--- src/rtl/core/msw_pkg.sv ---
package msw_pkg;

    localparam int SUM_WIDTH   = 40;
    localparam int COUNT_WIDTH = 24;

    localparam int NUM_CH     = 6;
    localparam int TOTAL_W    = 48;
    localparam int WIN_W      = 40;
    localparam int ANG_W      = 56;
    localparam int AVG_W      = 16;
    localparam int RATE_SHIFT = 15;
    localparam int QUO_W      = ANG_W + RATE_SHIFT;
    localparam int DVS_W      = WIN_W;
    localparam int STEP_W     = $clog2(QUO_W);
    localparam int OP_W       = 3;
    localparam int CH_SEL_W   = 7;

    localparam logic [OP_W-1:0] OP_ANGLE = 3'd0;
    localparam logic [OP_W-1:0] OP_LAST  = 3'd6;

    localparam logic [2:0] MODE_RECORD = 3'd0;
    localparam logic [2:0] MODE_MAX    = 3'd4;

    typedef enum logic [2:0] {
        S_IDLE,
        S_CHECK,
        S_OPSEL,
        S_DIV,
        S_STORE,
        S_EMIT
    } t_state;

    typedef struct packed {
        logic            accept;
        logic            div_start;
        logic            div_step;
        logic            div_store;
        logic            emit;
        logic [OP_W-1:0] op;
    } t_cmd;

    typedef struct packed {
        logic window_due;
        logic op_empty;
        logic div_done;
        logic out_free;
    } t_sts;

    // Window close threshold in ticks for periods 0.1, 1, 10 and 100 s.
    function automatic logic signed [WIN_W-1:0] window_limit(input logic [2:0] mode);
        logic signed [WIN_W-1:0] lim;
        unique case (mode)
            3'd1:    lim = WIN_W'(3276);
            3'd2:    lim = WIN_W'(32768);
            3'd3:    lim = WIN_W'(327680);
            3'd4:    lim = WIN_W'(3276800);
            default: lim = '0;
        endcase
        return lim;
    endfunction

endpackage

--- src/rtl/core/msw_ctrl.sv ---
module msw_ctrl (
    input  logic            i_clk,
    input  logic            i_rst_n,
    input  logic            i_valid,
    output logic            o_stall,
    input  msw_pkg::t_sts   i_sts,
    output msw_pkg::t_cmd   o_cmd
);

    msw_pkg::t_state r_state, n_state;
    logic [msw_pkg::OP_W-1:0] r_op, n_op;

    always_ff @(posedge i_clk) begin
        if (!i_rst_n) begin
            r_state <= msw_pkg::S_IDLE;
            r_op    <= '0;
        end else begin
            r_state <= n_state;
            r_op    <= n_op;
        end
    end

    always_comb begin
        n_state = r_state;
        n_op    = r_op;
        unique case (r_state)
            msw_pkg::S_IDLE: begin
                if (i_valid) n_state = msw_pkg::S_CHECK;
            end
            msw_pkg::S_CHECK: begin
                n_op    = msw_pkg::OP_ANGLE;
                n_state = i_sts.window_due ? msw_pkg::S_OPSEL : msw_pkg::S_IDLE;
            end
            msw_pkg::S_OPSEL: begin
                if (!i_sts.op_empty) begin
                    n_state = msw_pkg::S_DIV;
                end else if (r_op == msw_pkg::OP_LAST) begin
                    n_state = msw_pkg::S_EMIT;
                end else begin
                    n_op = r_op + 1'b1;
                end
            end
            msw_pkg::S_DIV: begin
                if (i_sts.div_done) n_state = msw_pkg::S_STORE;
            end
            msw_pkg::S_STORE: begin
                if (r_op == msw_pkg::OP_LAST) begin
                    n_state = msw_pkg::S_EMIT;
                end else begin
                    n_op    = r_op + 1'b1;
                    n_state = msw_pkg::S_OPSEL;
                end
            end
            msw_pkg::S_EMIT: begin
                if (i_sts.out_free) n_state = msw_pkg::S_IDLE;
            end
            default: n_state = msw_pkg::S_IDLE;
        endcase
    end

    always_comb begin
        o_cmd           = '0;
        o_cmd.op        = r_op;
        o_stall         = 1'b1;
        unique case (r_state)
            msw_pkg::S_IDLE: begin
                o_stall      = 1'b0;
                o_cmd.accept = i_valid;
            end
            msw_pkg::S_OPSEL: o_cmd.div_start = !i_sts.op_empty;
            msw_pkg::S_DIV:   o_cmd.div_step  = 1'b1;
            msw_pkg::S_STORE: o_cmd.div_store = 1'b1;
            msw_pkg::S_EMIT:  o_cmd.emit      = i_sts.out_free;
            default: ;
        endcase
    end

endmodule

--- src/rtl/core/msw_dp.sv ---
module msw_dp (
    input  logic                                i_clk,
    input  logic                                i_rst_n,
    input  msw_pkg::t_cmd                       i_cmd,
    output msw_pkg::t_sts                       o_sts,
    input  logic                                i_cfg_valid,
    input  logic [2:0]                          i_averaging_period,
    input  logic signed [31:0]                  i_angle_increment,
    input  logic [15:0]                         i_channel_word,
    input  logic signed [15:0]                  i_sample_value,
    input  logic signed [15:0]                  i_time_increment,
    input  logic                                i_stall,
    output logic                                o_valid,
    output logic signed [msw_pkg::TOTAL_W-1:0]  o_elapsed_ticks,
    output logic signed [msw_pkg::ANG_W-1:0]    o_angle_value,
    output logic [15:0]                         o_avg_temp_one,
    output logic [15:0]                         o_avg_temp_two,
    output logic signed [15:0]                  o_avg_current_one,
    output logic signed [15:0]                  o_avg_current_two,
    output logic signed [15:0]                  o_avg_voltage,
    output logic signed [15:0]                  o_avg_amplitude,
    output logic [msw_pkg::NUM_CH-1:0]          o_present_mask
);

    localparam int SW = msw_pkg::SUM_WIDTH;
    localparam int CW = msw_pkg::COUNT_WIDTH;
    localparam int WW = msw_pkg::WIN_W;
    localparam int AW = msw_pkg::ANG_W;
    localparam int QW = msw_pkg::QUO_W;
    localparam int DW = msw_pkg::DVS_W;
    localparam int NC = msw_pkg::NUM_CH;

    logic [2:0]                     r_period;
    logic [msw_pkg::TOTAL_W-1:0]    r_total;
    logic signed [WW-1:0]           r_win;
    logic signed [AW-1:0]           r_ang;
    logic signed [SW-1:0]           r_sum [NC];
    logic [CW-1:0]                  r_cnt [NC];
    logic [msw_pkg::AVG_W-1:0]      r_avg [NC];
    logic signed [AW-1:0]           r_rate;

    logic [QW-1:0]                  r_quo;
    logic [DW-1:0]                  r_rem;
    logic [DW-1:0]                  r_dvs;
    logic                           r_neg;
    logic [msw_pkg::STEP_W-1:0]     r_step;
    logic                           r_out_valid;

    // Accumulation arithmetic.
    logic signed [WW:0]             win_sum;
    logic signed [WW-1:0]           win_sat;
    logic signed [AW:0]             ang_sum;
    logic signed [AW-1:0]           ang_sat;
    logic [msw_pkg::CH_SEL_W-1:0]   ch;
    logic signed [16:0]             sample;
    logic signed [SW:0]             ch_sum [NC];
    logic signed [SW-1:0]           ch_sat [NC];

    logic [2:0]                     mode;
    logic [NC-1:0]                  present;

    // Division setup and step.
    logic signed [SW-1:0]           op_sum;
    logic [CW-1:0]                  op_cnt;
    logic [SW-1:0]                  sum_mag;
    logic [AW-1:0]                  ang_mag;
    logic [DW:0]                    rem_sh;
    logic                           q_bit;
    logic [QW-1:0]                  rate_lim;
    logic [QW-1:0]                  rate_mag;
    logic [msw_pkg::AVG_W-1:0]      avg_val;

    always_comb begin
        mode = (r_period > msw_pkg::MODE_MAX) ? msw_pkg::MODE_MAX : r_period;
        win_sum = {r_win[WW-1], r_win} + (WW+1)'(i_time_increment);
        if (win_sum[WW] != win_sum[WW-1]) begin
            win_sat = win_sum[WW] ? {1'b1, {(WW-1){1'b0}}} : {1'b0, {(WW-1){1'b1}}};
        end else begin
            win_sat = win_sum[WW-1:0];
        end
        ang_sum = {r_ang[AW-1], r_ang} + (AW+1)'(i_angle_increment);
        if (ang_sum[AW] != ang_sum[AW-1]) begin
            ang_sat = ang_sum[AW] ? {1'b1, {(AW-1){1'b0}}} : {1'b0, {(AW-1){1'b1}}};
        end else begin
            ang_sat = ang_sum[AW-1:0];
        end
        ch = i_channel_word[msw_pkg::CH_SEL_W-1:0];
        sample = (ch < msw_pkg::CH_SEL_W'(2)) ? $signed({1'b0, i_sample_value})
                                              : 17'(i_sample_value);
        for (int i = 0; i < NC; i++) begin
            ch_sum[i] = {r_sum[i][SW-1], r_sum[i]} + (SW+1)'(sample);
            if (ch_sum[i][SW] != ch_sum[i][SW-1]) begin
                ch_sat[i] = ch_sum[i][SW] ? {1'b1, {(SW-1){1'b0}}}
                                          : {1'b0, {(SW-1){1'b1}}};
            end else begin
                ch_sat[i] = ch_sum[i][SW-1:0];
            end
            present[i] = (r_cnt[i] != '0);
        end
    end

    always_comb begin
        op_sum = '0;
        op_cnt = '0;
        for (int i = 0; i < NC; i++) begin
            if (i_cmd.op == msw_pkg::OP_W'(i + 1)) begin
                op_sum = r_sum[i];
                op_cnt = r_cnt[i];
            end
        end
        sum_mag = op_sum[SW-1] ? SW'(-op_sum) : SW'(op_sum);
        ang_mag = r_ang[AW-1] ? AW'(-r_ang) : AW'(r_ang);
        rem_sh  = {r_rem, r_quo[QW-1]};
        q_bit   = (rem_sh >= {1'b0, r_dvs});
        rate_lim = r_neg ? (QW'(1) << (AW - 1)) : ((QW'(1) << (AW - 1)) - QW'(1));
        rate_mag = (r_quo > rate_lim) ? rate_lim : r_quo;
        avg_val  = r_neg ? msw_pkg::AVG_W'(-r_quo[msw_pkg::AVG_W-1:0])
                         : r_quo[msw_pkg::AVG_W-1:0];

        o_sts.window_due = (mode == msw_pkg::MODE_RECORD) ||
                           (r_win > msw_pkg::window_limit(mode));
        o_sts.op_empty   = (i_cmd.op == msw_pkg::OP_ANGLE) ? (mode == msw_pkg::MODE_RECORD)
                                                           : (op_cnt == '0);
        o_sts.div_done   = (r_step == msw_pkg::STEP_W'(QW - 1));
        o_sts.out_free   = !r_out_valid || !i_stall;
    end

    always_ff @(posedge i_clk) begin
        if (!i_rst_n) begin
            r_period    <= '0;
            r_total     <= '0;
            r_win       <= '0;
            r_ang       <= '0;
            r_out_valid <= 1'b0;
            for (int i = 0; i < NC; i++) begin
                r_sum[i] <= '0;
                r_cnt[i] <= '0;
                r_avg[i] <= '0;
            end
        end else begin
            if (i_cfg_valid) r_period <= i_averaging_period;
            if (i_cmd.accept) begin
                r_total <= r_total + msw_pkg::TOTAL_W'(i_time_increment);
                r_win   <= win_sat;
                r_ang   <= ang_sat;
                for (int i = 0; i < NC; i++) begin
                    if (ch == msw_pkg::CH_SEL_W'(i) && r_cnt[i] != {CW{1'b1}}) begin
                        r_sum[i] <= ch_sat[i];
                        r_cnt[i] <= r_cnt[i] + 1'b1;
                    end
                end
            end
            if (i_cmd.div_store && i_cmd.op != msw_pkg::OP_ANGLE) begin
                for (int i = 0; i < NC; i++) begin
                    if (i_cmd.op == msw_pkg::OP_W'(i + 1)) r_avg[i] <= avg_val;
                end
            end
            if (i_cmd.emit) begin
                r_out_valid <= 1'b1;
                r_win       <= '0;
                r_ang       <= '0;
                for (int i = 0; i < NC; i++) begin
                    r_sum[i] <= '0;
                    r_cnt[i] <= '0;
                    // Temperatures hold their last average; the others read 0 when empty.
                    if (i >= 2) r_avg[i] <= '0;
                end
            end else if (!i_stall) begin
                r_out_valid <= 1'b0;
            end
        end
    end

    // Shared restoring divider, one quotient bit per cycle.
    always_ff @(posedge i_clk) begin
        if (i_cmd.div_start) begin
            r_rem  <= '0;
            r_step <= '0;
            if (i_cmd.op == msw_pkg::OP_ANGLE) begin
                r_quo <= {ang_mag, {msw_pkg::RATE_SHIFT{1'b0}}};
                r_dvs <= DW'(r_win);
                r_neg <= r_ang[AW-1];
            end else begin
                r_quo <= QW'(sum_mag);
                r_dvs <= DW'(op_cnt);
                r_neg <= op_sum[SW-1];
            end
        end else if (i_cmd.div_step) begin
            r_rem  <= q_bit ? DW'(rem_sh - {1'b0, r_dvs}) : rem_sh[DW-1:0];
            r_quo  <= {r_quo[QW-2:0], q_bit};
            r_step <= r_step + 1'b1;
        end
        if (i_cmd.div_store && i_cmd.op == msw_pkg::OP_ANGLE) begin
            r_rate <= r_neg ? AW'(-rate_mag) : AW'(rate_mag);
        end
        if (i_cmd.emit) begin
            o_elapsed_ticks   <= r_total;
            o_angle_value     <= (mode == msw_pkg::MODE_RECORD) ? r_ang : r_rate;
            o_avg_temp_one    <= r_avg[0];
            o_avg_temp_two    <= r_avg[1];
            o_avg_current_one <= r_avg[2];
            o_avg_current_two <= r_avg[3];
            o_avg_voltage     <= r_avg[4];
            o_avg_amplitude   <= r_avg[5];
            o_present_mask    <= present;
        end
    end

    assign o_valid = r_out_valid;

`ifndef SYNTHESIS
    a_emit_clears: assert property (@(posedge i_clk) disable iff (!i_rst_n)
        i_cmd.emit |=> (r_win == '0) && (r_ang == '0))
        else $error("window not cleared after emit");
    a_valid_from_emit: assert property (@(posedge i_clk) disable iff (!i_rst_n)
        $rose(r_out_valid) |-> $past(i_cmd.emit))
        else $error("result appeared without emit");
    a_no_empty_div: assert property (@(posedge i_clk) disable iff (!i_rst_n)
        i_cmd.div_start |-> !o_sts.op_empty)
        else $error("division started for empty operand");
    a_divisor_nonzero: assert property (@(posedge i_clk) disable iff (!i_rst_n)
        i_cmd.div_step |-> (r_dvs != '0))
        else $error("division by zero");
`endif

endmodule

--- src/rtl/core/multiplexed_sensor_window_averager.sv ---
// An item that closes no window is accepted and checked, then the block is idle again; one
// that closes a window reaches the output register through a quotient (set-up, 71 divider
// steps, store) for the angle rate and each non-empty channel; empty ones are skipped.
// One item at a time: the next item is taken once the result is in the output
// register, which may still be waiting for the consumer.
// Reset (synchronous, active low) clears all sums, counts, held temperatures and the period.
module multiplexed_sensor_window_averager (
    input  logic                                i_clk,
    input  logic                                i_rst_n,
    input  logic                                i_valid,
    output logic                                o_stall,
    input  logic signed [31:0]                  i_angle_increment,
    input  logic [15:0]                         i_channel_word,
    input  logic signed [15:0]                  i_sample_value,
    input  logic signed [15:0]                  i_time_increment,
    input  logic                                i_cfg_valid,
    output logic                                o_cfg_ready,
    input  logic [2:0]                          i_averaging_period,
    output logic                                o_valid,
    input  logic                                i_stall,
    output logic signed [msw_pkg::TOTAL_W-1:0]  o_elapsed_ticks,
    output logic signed [msw_pkg::ANG_W-1:0]    o_angle_value,
    output logic [15:0]                         o_avg_temp_one,
    output logic [15:0]                         o_avg_temp_two,
    output logic signed [15:0]                  o_avg_current_one,
    output logic signed [15:0]                  o_avg_current_two,
    output logic signed [15:0]                  o_avg_voltage,
    output logic signed [15:0]                  o_avg_amplitude,
    output logic [msw_pkg::NUM_CH-1:0]          o_present_mask
);

    // The controller sequences accumulation, the window check and the divisions.
    msw_pkg::t_cmd cmd;
    msw_pkg::t_sts sts;

    // The period register is always writable; the user must write it only while idle.
    assign o_cfg_ready = 1'b1;

    msw_ctrl u_ctrl (
        .i_clk   (i_clk),
        .i_rst_n (i_rst_n),
        .i_valid (i_valid),
        .o_stall (o_stall),
        .i_sts   (sts),
        .o_cmd   (cmd)
    );

    // The datapath holds the window state, the shared divider and the output register.
    msw_dp u_dp (
        .i_clk              (i_clk),
        .i_rst_n            (i_rst_n),
        .i_cmd              (cmd),
        .o_sts              (sts),
        .i_cfg_valid        (i_cfg_valid),
        .i_averaging_period (i_averaging_period),
        .i_angle_increment  (i_angle_increment),
        .i_channel_word     (i_channel_word),
        .i_sample_value     (i_sample_value),
        .i_time_increment   (i_time_increment),
        .i_stall            (i_stall),
        .o_valid            (o_valid),
        .o_elapsed_ticks    (o_elapsed_ticks),
        .o_angle_value      (o_angle_value),
        .o_avg_temp_one     (o_avg_temp_one),
        .o_avg_temp_two     (o_avg_temp_two),
        .o_avg_current_one  (o_avg_current_one),
        .o_avg_current_two  (o_avg_current_two),
        .o_avg_voltage      (o_avg_voltage),
        .o_avg_amplitude    (o_avg_amplitude),
        .o_present_mask     (o_present_mask)
    );

endmodule

--- config.mk ---
export PLATFORM = sky130hd
export DESIGN_NAME = multiplexed_sensor_window_averager
export DESIGN_NICKNAME = d
export VERILOG_FILES = /design/src/rtl/core/msw_pkg.sv /design/src/rtl/core/msw_ctrl.sv /design/src/rtl/core/msw_dp.sv /design/src/rtl/core/multiplexed_sensor_window_averager.sv
export SDC_FILE = /design/constraint.sdc
export NUM_CORES = 2
export LEC_CHECK = 0
export ABC_AREA = 1
export CAP_MARGIN = 20
export CORE_MARGIN = 3
export CORE_UTILIZATION = 31
export CTS_CLUSTER_DIAMETER = 40
export DETAILED_ROUTE_END_ITERATION = 12
export DONT_BUFFER_PORTS = 1
export PLACE_DENSITY_LB_ADDON = 0.15
export SYNTH_ARGS = -nofsm -noshare
export SYNTH_HDL_FRONTEND = slang
export SYNTH_SLANG_ARGS = --single-unit
export TNS_END_PERCENT = 30
--- constraint.sdc ---
create_clock -name i_clk -period 12.5 [get_ports i_clk]
set_clock_uncertainty 0.1 [all_clocks]
set_input_delay 0.625 -clock i_clk [delete_from_list [all_inputs] [get_ports i_clk]]
set_output_delay 0.625 -clock i_clk [all_outputs]
set_load 0.02 [all_outputs]
; ---- Yosys cells after proc, flatten, opt, wreduce, memory -nomap -nowiden
; Memories as Yosys holds them, arrays and structs flattened. A register that Yosys moved wholly into a read port is not among the register bits.
; Index checks and enable logic that the tools add are counted.
[totals]
wordCells = 303
reg_bits = 479
mem_bits_ro = 0
memories = 3
ramBits = 480
latchBits = 0
out_inout_bits = 209
inputBits = 88
[op_classes]
eq_ne = 41
n_reduce_logical = 30
add_sub_neg = 22
n_div = 0
order_cmp = 5
n_bitwise = 35
n_mux = 150
multipliers = 0
n_shift = 0
[mem_list]
columns = memory, words, word_bits, rd, rd_ports_with_merged_regs, wr, line
row1 = u_dp.r_sum, 6, 40, 6, 0, 6, msw_dp.sv:37  ; logic signed [SW-1:0] r_sum [NC];
row2 = u_dp.r_cnt, 6, 24, 6, 0, 6, msw_dp.sv:38  ; logic [CW-1:0] r_cnt [NC];
row3 = u_dp.r_avg, 6, 16, 6, 6, 6, msw_dp.sv:39  ; logic [msw_pkg::AVG_W-1:0] r_avg [NC];
[ops]
columns = cell, n
row1 = $mux W40, 34
row2 = $mux W24, 19
row3 = $mux W56, 7
row4 = $add A40 B17 Y41, 6
row5 = $mux W71, 3
row6 = $mux W16, 11
row7 = $add A24 B1 Y24 const B, 6
row8 = $ne A24 B24 Y1 const B, 6
row9 = $reduce_bool A24 Y1, 6
row10 = $neg A56 Y56, 2
row11 = $pmux W22 S4, 1
row12 = $gt A71 B56 Y1, 1
row13 = $mux W1, 62
row14 = $add A56 B32 Y57, 1
row15 = $add A48 B48 Y48, 1
row16 = $add A40 B16 Y41, 1
row17 = $ge A41 B40 Y1, 1
row18 = $gt A40 B23 Y1, 1
row19 = $neg A40 Y40, 1
row20 = $sub A40 B40 Y40, 1
row21 = $or A1 B1 Y1, 34
row22 = $mux W3, 9
row23 = $logic_not A24 Y1, 1
row24 = $eq A3 B2 Y1 const B, 6
row25 = other kinds (30), 62

; ---- Depth between registers and ports, before layout
[logic_depth]
ltp_word = 12
depth_mapped = 31
depth_no_buf = 29

; ---- Cells and area by module
; From an unflattened synthesis, not the netlist that was laid out.
[unflattened]
hier_cells = 10086
area_unflattened_um2 = 77174.0
[modules_own_cells]
columns = mod, cells_per_inst, seq_area_each_um2, instances, area_each_um2
row1 = msw_dp, 10008, 29548.3, 1, 76687.3
row2 = msw_ctrl, 76, 120.1, 1, 475.5
row3 = multiplexed_sensor_window_averager, 2, 0.0, 1, 11.3

; ---- Worst setup path before layout
; No wires, ideal clock.
[synth_path]
kind = reg2reg
startpoint = reg u_ctrl.r_state[2]
endpoint = mem u_dp.r_cnt[0][0] (netlist bit) (enable)
t_required_ps = 11976
synth_period_minus_slack_ps = 13168
path_slack_ps = -668
path_stages_with_launch = 10
n_path_buf = 3
setup_time_ps = 424
arrival_time_ps = 12644
path_cell_list = dfxtp_1 -> inv_1 -> nor3_1 -> inv_1 -> nor2_1 -> nor2_1 -> clkbuf_1 -> clkbuf_1 -> clkbuf_1 -> nand2_1
[synth_rtl]
columns = element, line
row1 = "start, declared", msw_ctrl.sv:10  ; msw_pkg::t_state r_state, n_state;
row2 = "start signal, assigned", msw_ctrl.sv:15  ; r_state <= msw_pkg::S_IDLE;
row3 = "start signal, assigned", msw_ctrl.sv:18  ; r_state <= n_state;
row4 = "end, declared", msw_dp.sv:38

; ---- Final worst setup path
[layout_path]
startpoint = reg u_ctrl.r_op[2] (netlist bit)
endpoint = reg u_dp.r_quo[39] (data pin)
[layout_between]
elab_chain_cells = 12
elab_cells_between_ends = 27
cone_classes = 1 x add/sub / 6 x eq/ne / 17 x mux / 3 x reduce/logical
[layout_rtl]
columns = element, line
row1 = "start, declared", msw_ctrl.sv:11  ; logic [msw_pkg::OP_W-1:0] r_op, n_op;
row2 = "start signal, assigned", msw_ctrl.sv:19  ; r_op <= n_op;
row3 = "parallel branches: the longest is 11 deep, another holds $neg A40 Y40", -
row4 = $mux W71 (*), msw_dp.sv:176  ; if (i_cmd.div_start) begin
row5 = "end signal, assigned", msw_dp.sv:180  ; r_quo <= {ang_mag, {msw_pkg::RATE_SHIFT{1'b0}}};
row6 = "end signal, assigned", msw_dp.sv:184  ; r_quo <= QW'(sum_mag);
row7 = "end signal, assigned", msw_dp.sv:190  ; r_quo <= {r_quo[QW-2:0], q_bit};
row8 = "end, declared", msw_dp.sv:42  ; logic [QW-1:0] r_quo;
; Every way passes the cells marked *.
; A chain may end at the register's enable or synchronous reset.

==> results.yml <==
clock_network:
  cts.repair.resized: 0
  cts_tree: "done"
  clk_latency_ns: 0.88
  cts.path.max_buffers: 3
  cts.reportedPaths.clkPinSlew_ns: 0.05
  postCtsSetupRepairBufs: 0
  cts.sinks: 1055
  cts-htree-levels: 4
  total_cts_buffers: 225
  holdBufCountCts: 15
  cts_root_buf: "sky130_fd_sc_hd__clkbuf_16"
critical_path:
  worst_path_max_delay_cell: "sky130_fd_sc_hd__buf_4"
  required_time_reported_for_the_critical_path_endpoint_ns: 13.00
  crit_path_frequent_cell: "sky130_fd_sc_hd__nand2_1"
  worst-setup-path-type: "reg2reg"
  timing.critical_path.from: "u_ctrl.r_op[2]$_SDFFE_PN0P_"
  cp-end-kind: "register"
  r2r_start: "u_ctrl.r_op[2]$_SDFFE_PN0P_"
  timing.critical_path.from_type: "register"
  critical_path.max_fanout: 77
  r2r_slack_ns: 6.23
  crit_arrival_ns: 6.78
  cell_by_cell_trace_of_the_critical_path: "inv_1 > ha_1 > buf_4 > clkinv_2 > buf_4 > nand3_1 > o21ai_0 > nand2_1 > o211ai_1 > nand3_1 > nand2_1 > nand2_1 > nor2_1 > nand2_1 > nor2_1 > nand2_1 > nand3_2 > clkinv_2 > buf_4 > nand2_2 > inv_1 > nand2_1 > o211ai_1"
  critical-path-max-stage-delay_ns: 0.81
placement:
  numPortBuffers: 0
  pre_cts_ws_ns: 6.04
  place_area_um2: 82000
  place.gp.congestion: 0.932
  dp.final_hpwl_um: 221000
grt:
  gr-usage-all-layers_pct: 21.4
  number_of_global_route_vias_before_repair: 70900
  initial_antenna_violation_count: 5
  grt_remaining_overflow: 0
  grt_max_degree: 162
  grt_pass1_wl_um: 432000
sta:
  achievable-frequency_mhz: 159
  layout_worst_path_cycle_share_pct: 50.2
  slew-limit-headroom_pct: 26.8
  finalSetupViolCount: 0
  timing.final.crit_period_ns: 6.27
  final.setup.tns_ns: 0
  final_hold_viol_count: 0
  least_setup_slack_across_all_paths_after_layout_ns: 6.23
  rsz0062_at_grt: "no"
  slew_violations: 0
  worst-slew-pin-transition_ns: 1.10
floorplanning:
  floorplan.core_area_um2: 252000
  die_area_um2: 260000
  chipHeight_um: 510
  rows: 184
  io_pins: 297
  initial_core_util_pct: 31.2
  die_x_extent_um: 510
route:
  drt_pre_antenna_iters: 6
  routed_wirelength_um: 287000
  post_drt_via_cell_ratio: 5.16
  remaining_drc_errors: 0
  postRouteAntennaNets: 0
  drtIter0Drc: 5502
  avgRoutedWirePerCell_um: 20.5
  vias: 72300
synth:
  synthArstFlopShare_pct: 0
  ys_seq_elements: 1055
  total_standard_cell_area_after_synthesis_um2: 78700
  synth_top_area_share_pct: 32.6
  ys.warnings.count: 0
  seq_area_frac_synth_pct: 37.7
  synth_edf_count: 854
  synthesized_instance_count: 10500
  synth_top_area_cell: "sky130_fd_sc_hd__edfxtp_1"
  synth.avg_cell_area_um2: 7.53
  synth.net_count: 11100
  ys_top_cells_by_area: "sky130_fd_sc_hd__edfxtp_1 33%, sky130_fd_sc_hd__nand2_1 10%, sky130_fd_sc_hd__ha_1 8.2%"
  yosysUniqueCellTypes: 71
  synth_ff_type: "sky130_fd_sc_hd__edfxtp_1"
power_and_ir_drop:
  maximum_vdd_drop_v: 0.000143
  power.leakage_nw: 38.9
  power_density_nw_per_um2: 206
layout:
  area_growth_pct: 14.5
  final_layout_size_suffix_gt1_share_pct: 5.66
  n_fill_cell: 26700
  final_design_area_no_fill_um2: 90200
  nets: 11100
min_path:
  hold_wc_path_type: "in2reg"
  hold_path_startpoint: "i_angle_increment[5]"
flow_run:
  timing.max_cap.violations: 0
outcome:
  run_status: "finished, final reports clean"
## synthesized netlist by cell type, types with 32 or more instances
master,count
sky130_fd_sc_hd__a31oi_1,114
sky130_fd_sc_hd__nand3_1,510
sky130_fd_sc_hd__buf_2,93
sky130_fd_sc_hd__ha_1,514
sky130_fd_sc_hd__xor2_1,283
sky130_fd_sc_hd__nand2_1,2144
sky130_fd_sc_hd__o21a_1,66
sky130_fd_sc_hd__dfxtp_1,201
sky130_fd_sc_hd__nand4_1,129
sky130_fd_sc_hd__nor3b_1,34
sky130_fd_sc_hd__inv_1,1225
sky130_fd_sc_hd__nor2_1,1294
sky130_fd_sc_hd__nor3_1,147
sky130_fd_sc_hd__buf_4,32
sky130_fd_sc_hd__o21ai_1,78
sky130_fd_sc_hd__edfxtp_1,854
sky130_fd_sc_hd__xnor2_1,181
sky130_fd_sc_hd__nor4_1,84
sky130_fd_sc_hd__o21ai_0,724
sky130_fd_sc_hd__a21oi_1,993
sky130_fd_sc_hd__clkbuf_1,142
sky130_fd_sc_hd__o211ai_1,103
sky130_fd_sc_hd__o21bai_1,54
## final timing paths
path	end	depth (start not counted)
worst max-delay path	u_dp.r_quo[39]$_DFFE_PP_	23
worst min-delay path	u_dp.r_ang[5]$_SDFFE_PP0P_	4
worst max register to register	u_dp.r_quo[39]$_DFFE_PP_	23
worst min register to register	o_avg_current_two[8]$_DFFE_PP_	0
## metrics by stage
stage                     utilization, %  power [W]  hold slack [ns]  std cells
after floorplan                        -     0.0100            0.300      10500
after global placement              32.5     0.0124            0.302      13600
after detailed placement            32.5     0.0124            0.305      13600
after CTS                           35.8     0.0187          0.00254      14000
after global routing                35.8     0.0199           0.0452      14000
final                               35.8     0.0186           0.0857      14000
## routing by layer
| metal | vias to the layer above | GRT usage, % | part of all wire (%) |
|---|---|---|---|
| li1 | 35700 | - | - |
| met1 | 34400 | 29.5 | 47 |
| met2 | 1854 | 35.1 | 45 |
| met3 | 365 | 2.86 | 4.9 |
| met4 | 2 | 5.81 | 2.7 |
| met5 | - | 0 | 0.0059 |
## cell families after synthesis
kind of cell | after synthesis | synth area share, %
muxes | 1 | 0.0143
xor gates and xnor gates | 464 | 5.16
and+or+nand+nor | 4498 | 24.1
DFF | 1055 | 37.7
buffers and inverters | 1550 | 7.86
other | 1 | 0.00476
adders and majority gates | 524 | 8.42
AOI/OAI and AO/OA | 2364 | 16.8
## registers in the layout, summed over array words and instances (netlist names), 6 cells and up
signal / cells
u_dp.r_avg: 96
o_avg_amplitude: 16
u_dp.r_cnt: 144
u_dp.o_angle_value: 56
u_dp.r_dvs: 40
o_avg_current_two: 16
u_dp.r_step: 7
o_avg_temp_two: 16
u_dp.r_rate: 56
u_dp.o_present_mask: 6
u_dp.r_rem: 40
u_dp.r_quo: 71
u_dp.r_total: 48
u_dp.r_win: 40
o_avg_current_one: 16
u_dp.o_elapsed_ticks: 48
o_avg_temp_one: 16
o_avg_voltage: 16
u_dp.r_ang: 56
u_dp.r_sum: 240
## critical path, delay by kind of cell, from the launching register on
family                   cells  cell delay [ns]
adder cells (fa/ha/maj)      1             0.22
buffers and inverters        7             2.69
flip-flops                   1             0.59
AND/OR/NAND/NOR             12             1.89
AO/OA/AOI/OAI                3             0.49
## final cells by class
type	count	area, µm²	area share [%]
inverters	1242	4670	5.18
flip-flops and latches	1055	29700	32.9
diodes	3	7.51	0.00833
clock buffers	265	5860	6.50
repair buffers	78	698	0.774
well taps	3348	4190	4.65
multi-input cells	7852	43000	47.7
clock inverters	159	2070	2.30
## cells in the final DEF (no fill, tap or decap), types with 19 or more instances in the layout
master	n
sky130_fd_sc_hd__nor2_2	23
sky130_fd_sc_hd__or2_2	29
sky130_fd_sc_hd__a21boi_0	30
sky130_fd_sc_hd__nand4_1	129
sky130_fd_sc_hd__o21bai_1	54
sky130_fd_sc_hd__bufinv_16	31
sky130_fd_sc_hd__edfxtp_1	854
sky130_fd_sc_hd__a21oi_1	993
sky130_fd_sc_hd__o211ai_1	103
sky130_fd_sc_hd__clkinv_2	24
sky130_fd_sc_hd__a31oi_1	113
sky130_fd_sc_hd__dfxtp_1	201
sky130_fd_sc_hd__buf_4	58
sky130_fd_sc_hd__nor2_1	1288
sky130_fd_sc_hd__xnor2_1	181
sky130_fd_sc_hd__o21ai_1	78
sky130_fd_sc_hd__nand3b_1	20
sky130_fd_sc_hd__nand2_1	2138
sky130_fd_sc_hd__clkbuf_16	227
sky130_fd_sc_hd__a21o_1	24
sky130_fd_sc_hd__inv_6	19
sky130_fd_sc_hd__nor3_1	145
sky130_fd_sc_hd__nand3_1	507
sky130_fd_sc_hd__clkinvlp_4	35
sky130_fd_sc_hd__nand2_2	19
sky130_fd_sc_hd__o22ai_1	28
sky130_fd_sc_hd__nor3b_1	34
sky130_fd_sc_hd__ha_1	514
sky130_fd_sc_hd__inv_1	1220
sky130_fd_sc_hd__xor2_1	283
sky130_fd_sc_hd__o21ai_0	724
sky130_fd_sc_hd__clkinv_1	21
sky130_fd_sc_hd__o21a_1	66
sky130_fd_sc_hd__a22oi_1	22
sky130_fd_sc_hd__clkbuf_1	34
sky130_fd_sc_hd__nor4_1	84
## report_power, final
part	switching [W]	internal, W
Clock	0.00215	0.00402
Combinational	0.00511	0.00231
Sequential	0.000578	0.00440
No activity file was read; power rests on OpenSTA's default activity.
